===== src/design/ccc_pkg.sv =====
// Shared types, move tables and ranking helpers for the cube state block.
package ccc_pkg;

  localparam int NumCorners = 8;
  localparam int NumEdges   = 12;
  localparam int NumFaces   = 6;

  localparam logic FUNC_LOAD = 1'b0;
  localparam logic FUNC_MOVE = 1'b1;

  localparam logic [2:0] ST_OK          = 3'd0;
  localparam logic [2:0] ST_EDGE_MISS   = 3'd1;
  localparam logic [2:0] ST_FLIP_SUM    = 3'd2;
  localparam logic [2:0] ST_CORNER_MISS = 3'd3;
  localparam logic [2:0] ST_TWIST_SUM   = 3'd4;
  localparam logic [2:0] ST_PARITY      = 3'd5;

  typedef struct packed {
    logic        func;
    logic [2:0]  face;
    logic [39:0] corner_word;
    logic [59:0] edge_word;
  } in_t;

  typedef struct packed {
    logic [11:0] twist_coord;
    logic [10:0] flip_coord;
    logic [13:0] slice_coord;
    logic [15:0] corner_rank;
    logic [2:0]  status;
  } out_t;

  typedef logic [7:0][2:0] perm8_t;

  typedef struct packed {
    perm8_t     arr;
    logic [2:0] k;
  } rank_t;

  typedef enum logic [1:0] {
    S_IDLE,
    S_SCAN,
    S_SRANK,
    S_DONE
  } back_state_t;

  localparam logic [2:0] MV_CP [NumFaces][NumCorners] = '{
    '{3'd3, 3'd0, 3'd1, 3'd2, 3'd4, 3'd5, 3'd6, 3'd7},
    '{3'd4, 3'd1, 3'd2, 3'd0, 3'd7, 3'd5, 3'd6, 3'd3},
    '{3'd1, 3'd5, 3'd2, 3'd3, 3'd0, 3'd4, 3'd6, 3'd7},
    '{3'd0, 3'd1, 3'd2, 3'd3, 3'd5, 3'd6, 3'd7, 3'd4},
    '{3'd0, 3'd2, 3'd6, 3'd3, 3'd4, 3'd1, 3'd5, 3'd7},
    '{3'd0, 3'd1, 3'd3, 3'd7, 3'd4, 3'd5, 3'd2, 3'd6}};

  localparam logic [1:0] MV_CO [NumFaces][NumCorners] = '{
    '{2'd0, 2'd0, 2'd0, 2'd0, 2'd0, 2'd0, 2'd0, 2'd0},
    '{2'd2, 2'd0, 2'd0, 2'd1, 2'd1, 2'd0, 2'd0, 2'd2},
    '{2'd1, 2'd2, 2'd0, 2'd0, 2'd2, 2'd1, 2'd0, 2'd0},
    '{2'd0, 2'd0, 2'd0, 2'd0, 2'd0, 2'd0, 2'd0, 2'd0},
    '{2'd0, 2'd1, 2'd2, 2'd0, 2'd0, 2'd2, 2'd1, 2'd0},
    '{2'd0, 2'd0, 2'd1, 2'd2, 2'd0, 2'd0, 2'd2, 2'd1}};

  localparam logic [3:0] MV_EP [NumFaces][NumEdges] = '{
    '{4'd3, 4'd0, 4'd1, 4'd2, 4'd4, 4'd5, 4'd6, 4'd7, 4'd8, 4'd9, 4'd10, 4'd11},
    '{4'd8, 4'd1, 4'd2, 4'd3, 4'd11, 4'd5, 4'd6, 4'd7, 4'd4, 4'd9, 4'd10, 4'd0},
    '{4'd0, 4'd9, 4'd2, 4'd3, 4'd4, 4'd8, 4'd6, 4'd7, 4'd1, 4'd5, 4'd10, 4'd11},
    '{4'd0, 4'd1, 4'd2, 4'd3, 4'd5, 4'd6, 4'd7, 4'd4, 4'd8, 4'd9, 4'd10, 4'd11},
    '{4'd0, 4'd1, 4'd10, 4'd3, 4'd4, 4'd5, 4'd9, 4'd7, 4'd8, 4'd2, 4'd6, 4'd11},
    '{4'd0, 4'd1, 4'd2, 4'd11, 4'd4, 4'd5, 4'd6, 4'd10, 4'd8, 4'd9, 4'd3, 4'd7}};

  localparam logic MV_EO [NumFaces][NumEdges] = '{
    '{1'b0, 1'b0, 1'b0, 1'b0, 1'b0, 1'b0, 1'b0, 1'b0, 1'b0, 1'b0, 1'b0, 1'b0},
    '{1'b0, 1'b0, 1'b0, 1'b0, 1'b0, 1'b0, 1'b0, 1'b0, 1'b0, 1'b0, 1'b0, 1'b0},
    '{1'b0, 1'b1, 1'b0, 1'b0, 1'b0, 1'b1, 1'b0, 1'b0, 1'b1, 1'b1, 1'b0, 1'b0},
    '{1'b0, 1'b0, 1'b0, 1'b0, 1'b0, 1'b0, 1'b0, 1'b0, 1'b0, 1'b0, 1'b0, 1'b0},
    '{1'b0, 1'b0, 1'b0, 1'b0, 1'b0, 1'b0, 1'b0, 1'b0, 1'b0, 1'b0, 1'b0, 1'b0},
    '{1'b0, 1'b0, 1'b0, 1'b1, 1'b0, 1'b0, 1'b0, 1'b1, 1'b0, 1'b0, 1'b1, 1'b1}};

  // binomial(n, k) for n 0..11, k 1..4 (index k-1)
  localparam logic [8:0] BINOM [NumEdges][4] = '{
    '{9'd0, 9'd0, 9'd0, 9'd0},     '{9'd1, 9'd0, 9'd0, 9'd0},
    '{9'd2, 9'd1, 9'd0, 9'd0},     '{9'd3, 9'd3, 9'd1, 9'd0},
    '{9'd4, 9'd6, 9'd4, 9'd1},     '{9'd5, 9'd10, 9'd10, 9'd5},
    '{9'd6, 9'd15, 9'd20, 9'd15},  '{9'd7, 9'd21, 9'd35, 9'd35},
    '{9'd8, 9'd28, 9'd56, 9'd70},  '{9'd9, 9'd36, 9'd84, 9'd126},
    '{9'd10, 9'd45, 9'd120, 9'd210}, '{9'd11, 9'd55, 9'd165, 9'd330}};

  // One rank step: bring value j to position j by left rotations of a[0..j],
  // k is the number of rotations.
  function automatic rank_t rank_step(perm8_t a, logic [2:0] j);
    logic [2:0] p;
    logic       found;
    logic [3:0] idx;
    rank_t      r;
    p     = '0;
    found = 1'b0;
    for (int m = 0; m < 8; m++) begin
      if (!found && 3'(m) <= j && a[m] == j) begin
        p     = 3'(m);
        found = 1'b1;
      end
    end
    r.arr = a;
    r.k   = '0;
    if (found && p != j) r.k = p + 3'd1;
    if (found) begin
      for (int m = 0; m < 7; m++) begin
        idx = {1'b0, p} + 4'd1 + 4'(m);
        if (idx > {1'b0, j}) idx = idx - ({1'b0, j} + 4'd1);
        if (3'(m) < j) r.arr[m] = a[idx[2:0]];
      end
    end
    return r;
  endfunction

endpackage


===== src/design/ccc_front.sv =====
// Input side: two-entry queue of requests ahead of the evaluation engine.
module ccc_front (
  input  logic         clk,
  input  logic         rst,
  input  logic         push,
  output logic         full,
  input  ccc_pkg::in_t in_item,
  output logic         q_valid,
  input  logic         q_take,
  output ccc_pkg::in_t q_item
);
  import ccc_pkg::*;

  in_t        mem [2];
  logic       wptr;
  logic       rptr;
  logic [1:0] count;
  logic       do_push;
  logic       do_pop;

  assign full    = (count == 2'd2);
  assign q_valid = (count != 2'd0);
  assign q_item  = mem[rptr];
  assign do_push = push && !full;
  assign do_pop  = q_take && q_valid;

  always_ff @(posedge clk) begin
    if (do_push) mem[wptr] <= in_item;
  end

  always_ff @(posedge clk) begin
    if (rst) begin
      wptr  <= 1'b0;
      rptr  <= 1'b0;
      count <= 2'd0;
    end else begin
      if (do_push) wptr <= ~wptr;
      if (do_pop)  rptr <= ~rptr;
      count <= count + 2'(do_push) - 2'(do_pop);
    end
  end

endmodule


===== src/design/ccc_back.sv =====
// Evaluation engine: cube state, move/load, checks, coordinates, result register.
module ccc_back (
  input  logic          clk,
  input  logic          rst,
  input  logic          q_valid,
  output logic          q_take,
  input  ccc_pkg::in_t  q_item,
  output logic          empty,
  input  logic          pop,
  output ccc_pkg::out_t out_item
);
  import ccc_pkg::*;

  logic [2:0] cc [NumCorners];
  logic [1:0] ct [NumCorners];
  logic [3:0] ec [NumEdges];
  logic       ef [NumEdges];

  back_state_t state, state_next;
  logic [3:0]  step;
  logic [11:0] tw;
  logic        cpar;
  logic        epar;
  logic [8:0]  sa;
  logic [2:0]  sx;
  perm8_t      e4;
  perm8_t      pc;
  logic [15:0] cr;
  logic [4:0]  sr;
  logic        ovalid;
  out_t        res;

  logic        out_free;
  logic [2:0]  cj;
  rank_t       crs;
  perm8_t      csrc;
  logic [2:0]  sj;
  rank_t       srs;
  logic        cstep_par;
  logic        estep_par;
  logic [3:0]  sidx;
  logic [3:0]  se;
  logic        s_hit;
  logic [15:0] emask;
  logic [7:0]  cmask;
  logic        twist3;
  logic [2:0]  tmod;
  logic [2:0]  st;
  logic [10:0] fcoord;

  assign empty    = !ovalid;
  assign out_item = res;
  assign out_free = !ovalid || pop;
  assign q_take   = (state == S_IDLE) && q_valid;

  always_ff @(posedge clk) begin
    if (rst) state <= S_IDLE;
    else     state <= state_next;
  end

  always_comb begin
    state_next = state;
    unique case (state)
      S_IDLE:  if (q_valid) state_next = S_SCAN;
      S_SCAN:  if (step == 4'd11) state_next = S_SRANK;
      S_SRANK: if (step == 4'd2) state_next = S_DONE;
      S_DONE:  if (out_free) state_next = S_IDLE;
      default: state_next = S_IDLE;
    endcase
  end

  // Per-step scan logic
  always_comb begin
    cj   = 3'(4'd7 - step);
    csrc = pc;
    if (step == 4'd0) begin
      for (int i = 0; i < NumCorners; i++) csrc[i] = cc[i];
    end
    crs = rank_step(csrc, cj);
    sj  = 3'(4'd3 - step);
    srs = rank_step(e4, sj);
    cstep_par = 1'b0;
    estep_par = 1'b0;
    for (int j = 0; j < NumEdges - 1; j++) begin
      if (4'(j) < step && ec[j] > ec[step]) estep_par = ~estep_par;
    end
    for (int j = 0; j < NumCorners - 1; j++) begin
      if (4'(j) < step && cc[j] > cc[step[2:0]]) cstep_par = ~cstep_par;
    end
    sidx  = 4'd11 - step;
    se    = ec[sidx];
    s_hit = (se >= 4'd8) && (se <= 4'd11) && (sx < 3'd4);
  end

  // Checks over the settled state
  always_comb begin
    emask  = '0;
    cmask  = '0;
    twist3 = 1'b0;
    tmod   = '0;
    for (int i = 0; i < NumEdges; i++) emask[ec[i]] = 1'b1;
    for (int i = 0; i < NumCorners; i++) begin
      cmask[cc[i]] = 1'b1;
      if (ct[i] == 2'd3) twist3 = 1'b1;
      tmod = tmod + {1'b0, ct[i]};
      if (tmod >= 3'd3) tmod = tmod - 3'd3;
    end
    for (int i = 0; i < NumEdges - 1; i++) fcoord[10 - i] = ef[i];
    if (!(&emask[11:0]))                                        st = ST_EDGE_MISS;
    else if (ef[0] ^ ef[1] ^ ef[2] ^ ef[3] ^ ef[4] ^ ef[5] ^
             ef[6] ^ ef[7] ^ ef[8] ^ ef[9] ^ ef[10] ^ ef[11])   st = ST_FLIP_SUM;
    else if (!(&cmask))                                         st = ST_CORNER_MISS;
    else if (twist3 || tmod != 3'd0)                            st = ST_TWIST_SUM;
    else if (cpar ^ epar)                                       st = ST_PARITY;
    else                                                        st = ST_OK;
  end

  always_ff @(posedge clk) begin
    if (rst) begin
      for (int i = 0; i < NumCorners; i++) begin
        cc[i] <= 3'(i);
        ct[i] <= 2'd0;
      end
      for (int i = 0; i < NumEdges; i++) begin
        ec[i] <= 4'(i);
        ef[i] <= 1'b0;
      end
      step   <= '0;
      ovalid <= 1'b0;
    end else begin
      if (pop && ovalid && !(state == S_DONE && out_free)) ovalid <= 1'b0;
      case (state)
        S_IDLE: begin
          if (q_valid) begin
            if (q_item.func == FUNC_LOAD) begin
              for (int i = 0; i < NumCorners; i++) begin
                cc[i] <= q_item.corner_word[5*i +: 3];
                ct[i] <= q_item.corner_word[5*i+3 +: 2];
              end
              for (int i = 0; i < NumEdges; i++) begin
                ec[i] <= q_item.edge_word[5*i +: 4];
                ef[i] <= q_item.edge_word[5*i+4];
              end
            end else if (q_item.face < 3'(NumFaces)) begin
              for (int i = 0; i < NumCorners; i++) begin
                logic [2:0] s;
                s = {1'b0, ct[MV_CP[q_item.face][i]]} + {1'b0, MV_CO[q_item.face][i]};
                if (s >= 3'd3) s = s - 3'd3;
                cc[i] <= cc[MV_CP[q_item.face][i]];
                ct[i] <= s[1:0];
              end
              for (int i = 0; i < NumEdges; i++) begin
                ec[i] <= ec[MV_EP[q_item.face][i]];
                ef[i] <= ef[MV_EP[q_item.face][i]] ^ MV_EO[q_item.face][i];
              end
            end
            step <= '0;
            tw   <= '0;
            cpar <= 1'b0;
            epar <= 1'b0;
            sa   <= '0;
            sx   <= '0;
            cr   <= '0;
            sr   <= '0;
            for (int i = 0; i < 8; i++) e4[i] <= 3'(i);
          end
        end
        S_SCAN: begin
          epar <= epar ^ estep_par;
          if (step < 4'd8) cpar <= cpar ^ cstep_par;
          if (step < 4'd7) begin
            tw <= 12'(tw * 12'd3) + {10'd0, ct[step[2:0]]};
            pc <= crs.arr;
            cr <= 16'(cr * ({13'd0, cj} + 16'd1)) + {13'd0, crs.k};
          end
          if (s_hit) begin
            sa <= sa + BINOM[step][sx[1:0]];
            e4[3'd3 - {1'b0, sx[1:0]}] <= {1'b0, se[1:0]};
            sx <= sx + 3'd1;
          end
          step <= (step == 4'd11) ? 4'd0 : step + 4'd1;
        end
        S_SRANK: begin
          e4   <= srs.arr;
          sr   <= 5'(sr * ({2'd0, sj} + 5'd1)) + {2'd0, srs.k};
          step <= step + 4'd1;
        end
        S_DONE: begin
          if (out_free) begin
            ovalid     <= 1'b1;
            res.status <= st;
            if (st == ST_OK) begin
              res.twist_coord <= tw;
              res.flip_coord  <= fcoord;
              res.slice_coord <= 14'(sa * 14'd24) + {9'd0, sr};
              res.corner_rank <= cr;
            end else begin
              res.twist_coord <= '0;
              res.flip_coord  <= '0;
              res.slice_coord <= '0;
              res.corner_rank <= '0;
            end
          end
        end
        default: ;
      endcase
    end
  end

endmodule


===== src/design/cube_cubie_state_and_coordinates.sv =====
// Top level of the cubie-level cube state and coordinate block.
//
// Usage: requests enter through a queue-style port: drive in_item and raise
// push; the request is taken at a clock edge where push is high and full is
// low. func selects a load of the whole state from corner_word/edge_word or a
// quarter-turn of one face (faces six and seven leave the state unchanged).
// Each request yields exactly one result on out_item, readable while empty is
// low and taken at an edge where pop is high and empty is low.
// A request that reaches the engine passes through its states in order: idle
// applies the load or move, scan walks the edge positions (inversion parity,
// twist digits, slice choice, corner rank steps), slice-rank ranks the
// slice-edge order, and done writes the result register. The engine takes a
// new request only once the last result is written.
// A two-entry input queue holds further requests while the engine works.
// When the receiver stalls, the finished result holds in the output register;
// the engine then waits with its next result, and full rises once the input
// queue fills. Reset (rst, synchronous) returns the cube to solved, empties
// the queue and drops any waiting result.
module cube_cubie_state_and_coordinates (
  input  logic          clk,
  input  logic          rst,
  input  logic          push,
  output logic          full,
  input  ccc_pkg::in_t  in_item,
  output logic          empty,
  input  logic          pop,
  output ccc_pkg::out_t out_item
);
  import ccc_pkg::*;

  logic q_valid;
  logic q_take;
  in_t  q_item;

  // front: hold incoming requests
  ccc_front u_front (
    .clk     (clk),
    .rst     (rst),
    .push    (push),
    .full    (full),
    .in_item (in_item),
    .q_valid (q_valid),
    .q_take  (q_take),
    .q_item  (q_item)
  );

  // back: apply, check, rank, and hold the result
  ccc_back u_back (
    .clk      (clk),
    .rst      (rst),
    .q_valid  (q_valid),
    .q_take   (q_take),
    .q_item   (q_item),
    .empty    (empty),
    .pop      (pop),
    .out_item (out_item)
  );

endmodule


===== config.mk =====
export PLATFORM = sky130hd
export DESIGN_NAME = cube_cubie_state_and_coordinates
export DESIGN_NICKNAME = d
export VERILOG_FILES = /design/src/design/ccc_pkg.sv /design/src/design/ccc_front.sv /design/src/design/ccc_back.sv /design/src/design/cube_cubie_state_and_coordinates.sv
export SDC_FILE = /design/constraint.sdc
export NUM_CORES = 2
export LEC_CHECK = 0
export ABC_AREA = 1
export BUFFER_PORTS_ARGS = -buffer_cell sky130_fd_sc_hd__buf_4
export CAP_MARGIN = 5
export CORE_ASPECT_RATIO = 1.25
export CORE_MARGIN = 1.5
export CORE_UTILIZATION = 50
export DETAILED_ROUTE_END_ITERATION = 7
export PLACE_DENSITY = 0.67
export SLEW_MARGIN = 20
export SYNTH_ARGS = -nofsm -noshare
export SYNTH_HDL_FRONTEND = slang
export SYNTH_SLANG_ARGS = --single-unit

===== constraint.sdc =====
create_clock -name clk -period 11.8 [get_ports clk]
set_input_delay 0.59 -clock clk [delete_from_list [all_inputs] [get_ports clk]]
set_output_delay 0.59 -clock clk [all_outputs]
set_load 0.005 [all_outputs]

== Word-level counts from Yosys, hierarchy flattened ==
Memory sizes are Yosys's and may differ from the RTL's. A register that Yosys moved wholly into a read port is not among the register bits.
Cells that the tools add are included.

* Add/subtract/negate cells: 78
* Multipliers: 4
* Order comparisons: 154
* Eq/ne operators: 47
* Mux-type cells: 383
* Bitwise operators: 147
* Reduce and logical (&&, ||, !) cells: 125

{| class="wikitable"
|+ Operator list
! kind !! count
|-
| 3-bit two-way mux || 102
|-
| 2-bit two-way mux || 72
|-
| 12-bit bitwise OR || 11
|-
| 3-bit binary-select mux with 3-bit select || 14
|-
| 24-bit two-way mux || 5
|-
| 4-bit two-way mux || 28
|-
| 1-bit two-way mux || 110
|-
| 48-bit two-way mux || 2
|-
| 3-bit by 4-bit less-than comparator with 1-bit output (second input constant) || 23
|-
| 1-bit bitwise OR || 80
|-
| 1-bit logical AND || 79
|-
| 36-bit two-way mux || 2
|-
| 24-bit one-hot mux with 3 select lines || 1
|-
| 16-bit two-way mux || 4
|-
| 4-bit by 5-bit less-than comparator with 1-bit output (second input constant) || 12
|-
| 4-bit by 3-bit > comparator with 1-bit output || 14
|-
| 8-bit bitwise OR || 7
|-
| 1-bit demux with 4-bit select || 12
|-
| 3-bit equality test || 16
|-
| 4-bit by 1-bit >= comparator with 1-bit output (second input constant) || 12
|-
| 12-bit two-way mux || 4
|-
| 3-bit by 2-bit >= comparator with 1-bit output (second input constant) || 15
|-
| 4-bit > comparator || 11
|-
| 21-bit two-way mux || 2
|-
| other kinds (85) || 300
|}

* Register bits after elaboration: 162
* Bits in writable memories: 308
* Bits in read-only memories: 1376
* Output and inout bits: 58
* Word-level logic and storage cells: 982
* Memories: 10

{| class="wikitable"
|+ Memory list
! memory !! words !! width !! rd ports !! clocked after Yosys merged registers in !! write ports !! RTL line !! text
|-
| (no name shown) || 16 || 36 || 1 || 0 || 0 || ccc_back.sv:177 || <nowiki>sa <= sa + BINOM[step][sx[1:0]];</nowiki>
|-
| (no name shown) || 8 || 48 || 1 || 0 || 0 || ccc_back.sv:153 || <nowiki>ec[i] <= ec[MV_EP[q_item.face][i]];</nowiki>
|-
| u_front.mem || 2 || 104 || 1 || 1 || 1 || ccc_front.sv:14 || <nowiki>in_t mem [2];</nowiki>
|-
| (no name shown) || 8 || 24 || 1 || 0 || 0 || ccc_back.sv:147 || <nowiki>s = {1'b0, ct[MV_CP[q_item.face][i]]} + {1'b0, MV_CO[q_item.face][i]};</nowiki>
|-
| (no name shown) || 8 || 16 || 1 || 0 || 0 || ccc_back.sv:147 ||
|-
| (no name shown) || 8 || 12 || 1 || 0 || 0 || ccc_back.sv:154 || <nowiki>ef[i] <= ef[MV_EP[q_item.face][i]] ^ MV_EO[q_item.face][i];</nowiki>
|-
| 4 more memories || -- || -- || -- || -- || -- || -- ||
|}

== Longest topological paths before layout ==
* Depth after elaboration: 42
* Depth in mapped cells: 80

== By module ==
From an unflattened synthesis, not the netlist that was laid out.

* Cells, all modules: 4556
* Area total of the unflattened synthesis: 37892.6 sq um

{| class="wikitable"
|+ By module, submodules not included
! module !! instances !! cells each !! area each (sq um) !! sequential area each (sq um)
|-
| ccc_back || 1 || 4193 || 29884.9 || 7697.4
|-
| ccc_front || 1 || 363 || 8007.7 || 6346.1
|}

== Worst setup path after synthesis ==
No wires, ideal clock.

* Path kind: register to register
* Start point: memory u_back.ct[0][0]
* End point: register u_back.res, in the netlist u_back.out_item[35] (data pin)
* Setup time: 0.256 ns
* Arrival: 11.443 ns
* Setup slack: 0.101 ns
* Cell stages (with the launch flop): 70
* Buffers on the path: 1
* Cells stage by stage: edfxtp_1 -> inv_1 -> nor2_1 -> ha_1 -> fa_1 -> ha_1 -> ha_1 -> nor2_1 -> nand2_1 -> xor2_1 -> ha_1 -> inv_1 -> fa_1 -> inv_1 -> ha_1 -> ha_1 -> a21oi_1 -> nand3_1 -> (+34 left out) -> a21oi_1 -> nand3_2 -> xor2_1 -> ha_1 -> inv_1 -> fa_1 -> inv_1 -> ha_1 -> ha_1 -> a21oi_1 -> nand3_1 -> nand2_1 -> nand4_1 -> nand2_1 -> nand2_1 -> nand3_2 -> buf_2 -> nor2_1

{| class="wikitable"
|+ RTL lines
! item !! RTL line !! text
|-
| start: declaration || ccc_back.sv:15 || <nowiki>logic [1:0] ct [NumCorners];</nowiki>
|-
| end: declaration || ccc_back.sv:31 || <nowiki>out_t res;</nowiki>
|}

==> results.md <==
* Outcome: finished with violations
* Failing checks: negative setup slack
* # clock sinks at 473
* DRT antenna net count at 0
* # port buffers at 165
* Synth Register Bits at 473
* Worst setup margin at -0.0153 ns
* GRT Resource Usage Total at between 30% and 40%
* Worst slew pin tran at around 1.2 ns
* Max Fclk at between 80 and 90 MHz
* Max-Cap Viols at 0
* Number of cell rows at 111
* Startpoint types: flip-flop
* Clock Skews at 0.0353 ns
* Post-Syn Area at 37,200 um^2
* Synth Flop Type: edfxtp_1
* Combinational family with the most area after synthesis: compound AO/OA/AOI/OAI gates
* Hold Worst Slack at about 0.14 ns
* Syn avg cell area at approximately 8.1 um^2
* Final net count at a little over 5,000
* DR WL/cell at 24.8 um
* DRC errors left at 0
* Crit path DAT at roughly 12 ns
* Critical path class: flip-flop to flip-flop
* CTS buffer count at 51
* Post-synth cell types at 74
* Area growth syn-to-layout at 13.0%
* Total gr overflow at 0
* Filler cells at 6,868
* Worst-path fanout max at 7
* Worst skew pair latency at approximately 0.64 ns
* CTS tree: done
* Top Ports at approximately 170
* Multiplexer share of the synthesized area at under 10%
* Initial core utilization at between 50% and 60%
* Drt initial violations at approximately 4,200
* Post-DP HPWL at roughly 100,000 um
* Fin crit share at 100%
* Die W at 247 um
* Iteration count of the initial detailed-routing pass at 8
* Clk pin slew, worst setup/hold paths at approximately 0.06 ns
* Sequential area share after synthesis at 37.8%
* Pin count of the biggest net entering global routing at 77
* Hold path depth at 1
* Via count at between 30,000 and 40,000
* Cells after Synth at 4,580
* Die area at between 70,000 and 80,000 um^2
* Warnings, synthesis at 0
* Final instance area at between 40,000 and 50,000 um^2
* CP max-delay cell: fa_2
* Vias per Instance at between 6 and 7
* Worst min path class: input port to flip-flop
* CTS max path bufs at 3
* Most frequent cells in the layout: nand2_1 (803), inv_1 (556), edfxtp_1 (457), o21ai_0 (389), a21oi_1 (333)
* Simple-Gate Fraction of Synth Area at 19.0%
* Layout cells sized above 1 at between 10% and 20%
* Net Count, Synth at approximately 5,000
* Rel. slew slack at approximately 17%
* Crit-path max cell delay at 0.53 ns
* Gpl congestion at around 1.1
* Post-layout util at between 50 and 60%
* H-tree Lvls at 2
* First-pass GRT wire length at approximately 210,000 um
* Placed cell area at 39,500 um^2
* R2r worst-path depth at 71
* Synth Area in XOR/XNOR at 2.68%
* Die height at 308 um
* Final setup violation count at 7
* Most common cell after layout, fill and taps aside: nand2_1
* Routed WL at about 140,000 um
* Req. time, crit path at ~12 ns
* Complex-gate fraction of the synthesized area at 19.4%
* Post-synth ARST share at 0%
* Minimum clock period at around 12 ns
* Final Hold Viols at 0
* Slew Limit Fails at 0
* Initial antenna violation count at 2
* Root Buffer Master: clkbuf_16
* Unrepaired setup endpoints after global routing: true
* Core ar. at 73,500 um^2
* Vias in the first global route at approximately 34,000
* Adder-cell share of the synthesized area at between 10% and 20%
* EDFF count, synth at between 400 and 500
* CP endpoint kind: flip-flop
## per-stage QoR
step / instances / setup WS [ns] / setup TNS, ns
2_1_floorplan: 4580 / 0.101 / 0
3_3_place_gp: 5591 / -0.240 / -12.27
3_5_place_dp: 5591 / -0.430 / -21.25
4_1_cts: 5698 / -0.0187 / -0.315
5_1_grt: 5702 / -0.575 / -28.55
6_report: 5704 / -0.0153 / -0.0565
## Yosys cell counts, types with 38 or more instances
library cell | n | area share [%]
fa_1 | 61 | 3.3
a21oi_1 | 341 | 4.6
ha_1 | 247 | 8.3
nand2_1 | 804 | 8.1
nor2_1 | 381 | 3.8
o21ai_0 | 391 | 5.3
clkbuf_1 | 148 | 1.5
xnor2_1 | 50 | 1.2
edfxtp_1 | 457 | 37
nand3_1 | 319 | 4.3
xor2_1 | 62 | 1.5
o22ai_1 | 72 | 1.2
o211ai_1 | 107 | 2.2
nor3_1 | 38 | 0.51
inv_1 | 570 | 5.8
## layer usage
layer	part of all wire [%]	routed length, um	global-route usage, %
met1	36	51300	44.4
met2	46	64900	59.6
met4	8.1	11400	25.0
met5	0.0092	13	0
met3	9.5	13500	6.39
## worst max-delay path: cells and delay by family, from the launching register on
| kind | cells | cell delay, ns |
|---|---|---|
| buf+inv | 16 | 1.09 |
| compound gates | 6 | 0.68 |
| simple gates | 15 | 1.31 |
| fa+ha+maj | 28 | 7.10 |
| flops | 1 | 0.41 |
| xor+xnor | 6 | 0.95 |
## repair_timing
item | in CTS | in global routing
hold buffers | 0 | 0
endpoints found under the setup margin | 54 | 55
pin swaps | 27 | 8
gates resized for setup | 79 | 91
cloned | 7 | 0
setup buffers | 13 | 4
## cell type report
type | count | area, um^2 | share of cell area, %
multi-input combinational | 3301 | 20600 | 49.0
tap | 960 | 1200 | 2.86
inverter | 602 | 2260 | 5.38
sequential | 473 | 14000 | 33.4
clock buffer | 60 | 1360 | 3.24
antenna | 2 | 5.00 | 0.0119
timing repair buffer | 279 | 2300 | 5.47
clock inverter | 27 | 230 | 0.548
## logic make-up after synthesis
logic type               Yosys count
XOR/XNOR                         113
adder cells (fa/ha/maj)          308
flip-flops                       473
AND/OR/NAND/NOR                 1650
buffers and inverters            806
multiplexers                      39
AO/OA/AOI/OAI                   1191
## state kept, by name, summed over array words and instances (netlist names), 3 cells and up, named ones only
register and count:
u_back.tw 12, u_back.ef 12, u_back.out_item 56, u_back.step 4, u_back.e4 21, u_back.ct 16
u_back.cr 16, u_back.ec 48, u_back.sr 5, u_back.sx 3, u_front.mem 208, u_back.sa 9
u_back.pc 24, u_back.cc 24
## final timing paths
kind                    from             endpoint  slack [ns]
min reg2reg     u_front.rptr            flip-flop        0.46
max          u_back.ct[0][0]  u_back.out_item[49]       -0.02
min              in_item[84]   u_front.mem[1][84]        0.14
max reg2reg  u_back.ct[0][0]  u_back.out_item[49]       -0.02
Power is left out: the tool's default activity adds up to more than one toggle a clock period on the data nets, which glitch-free logic cannot reach.
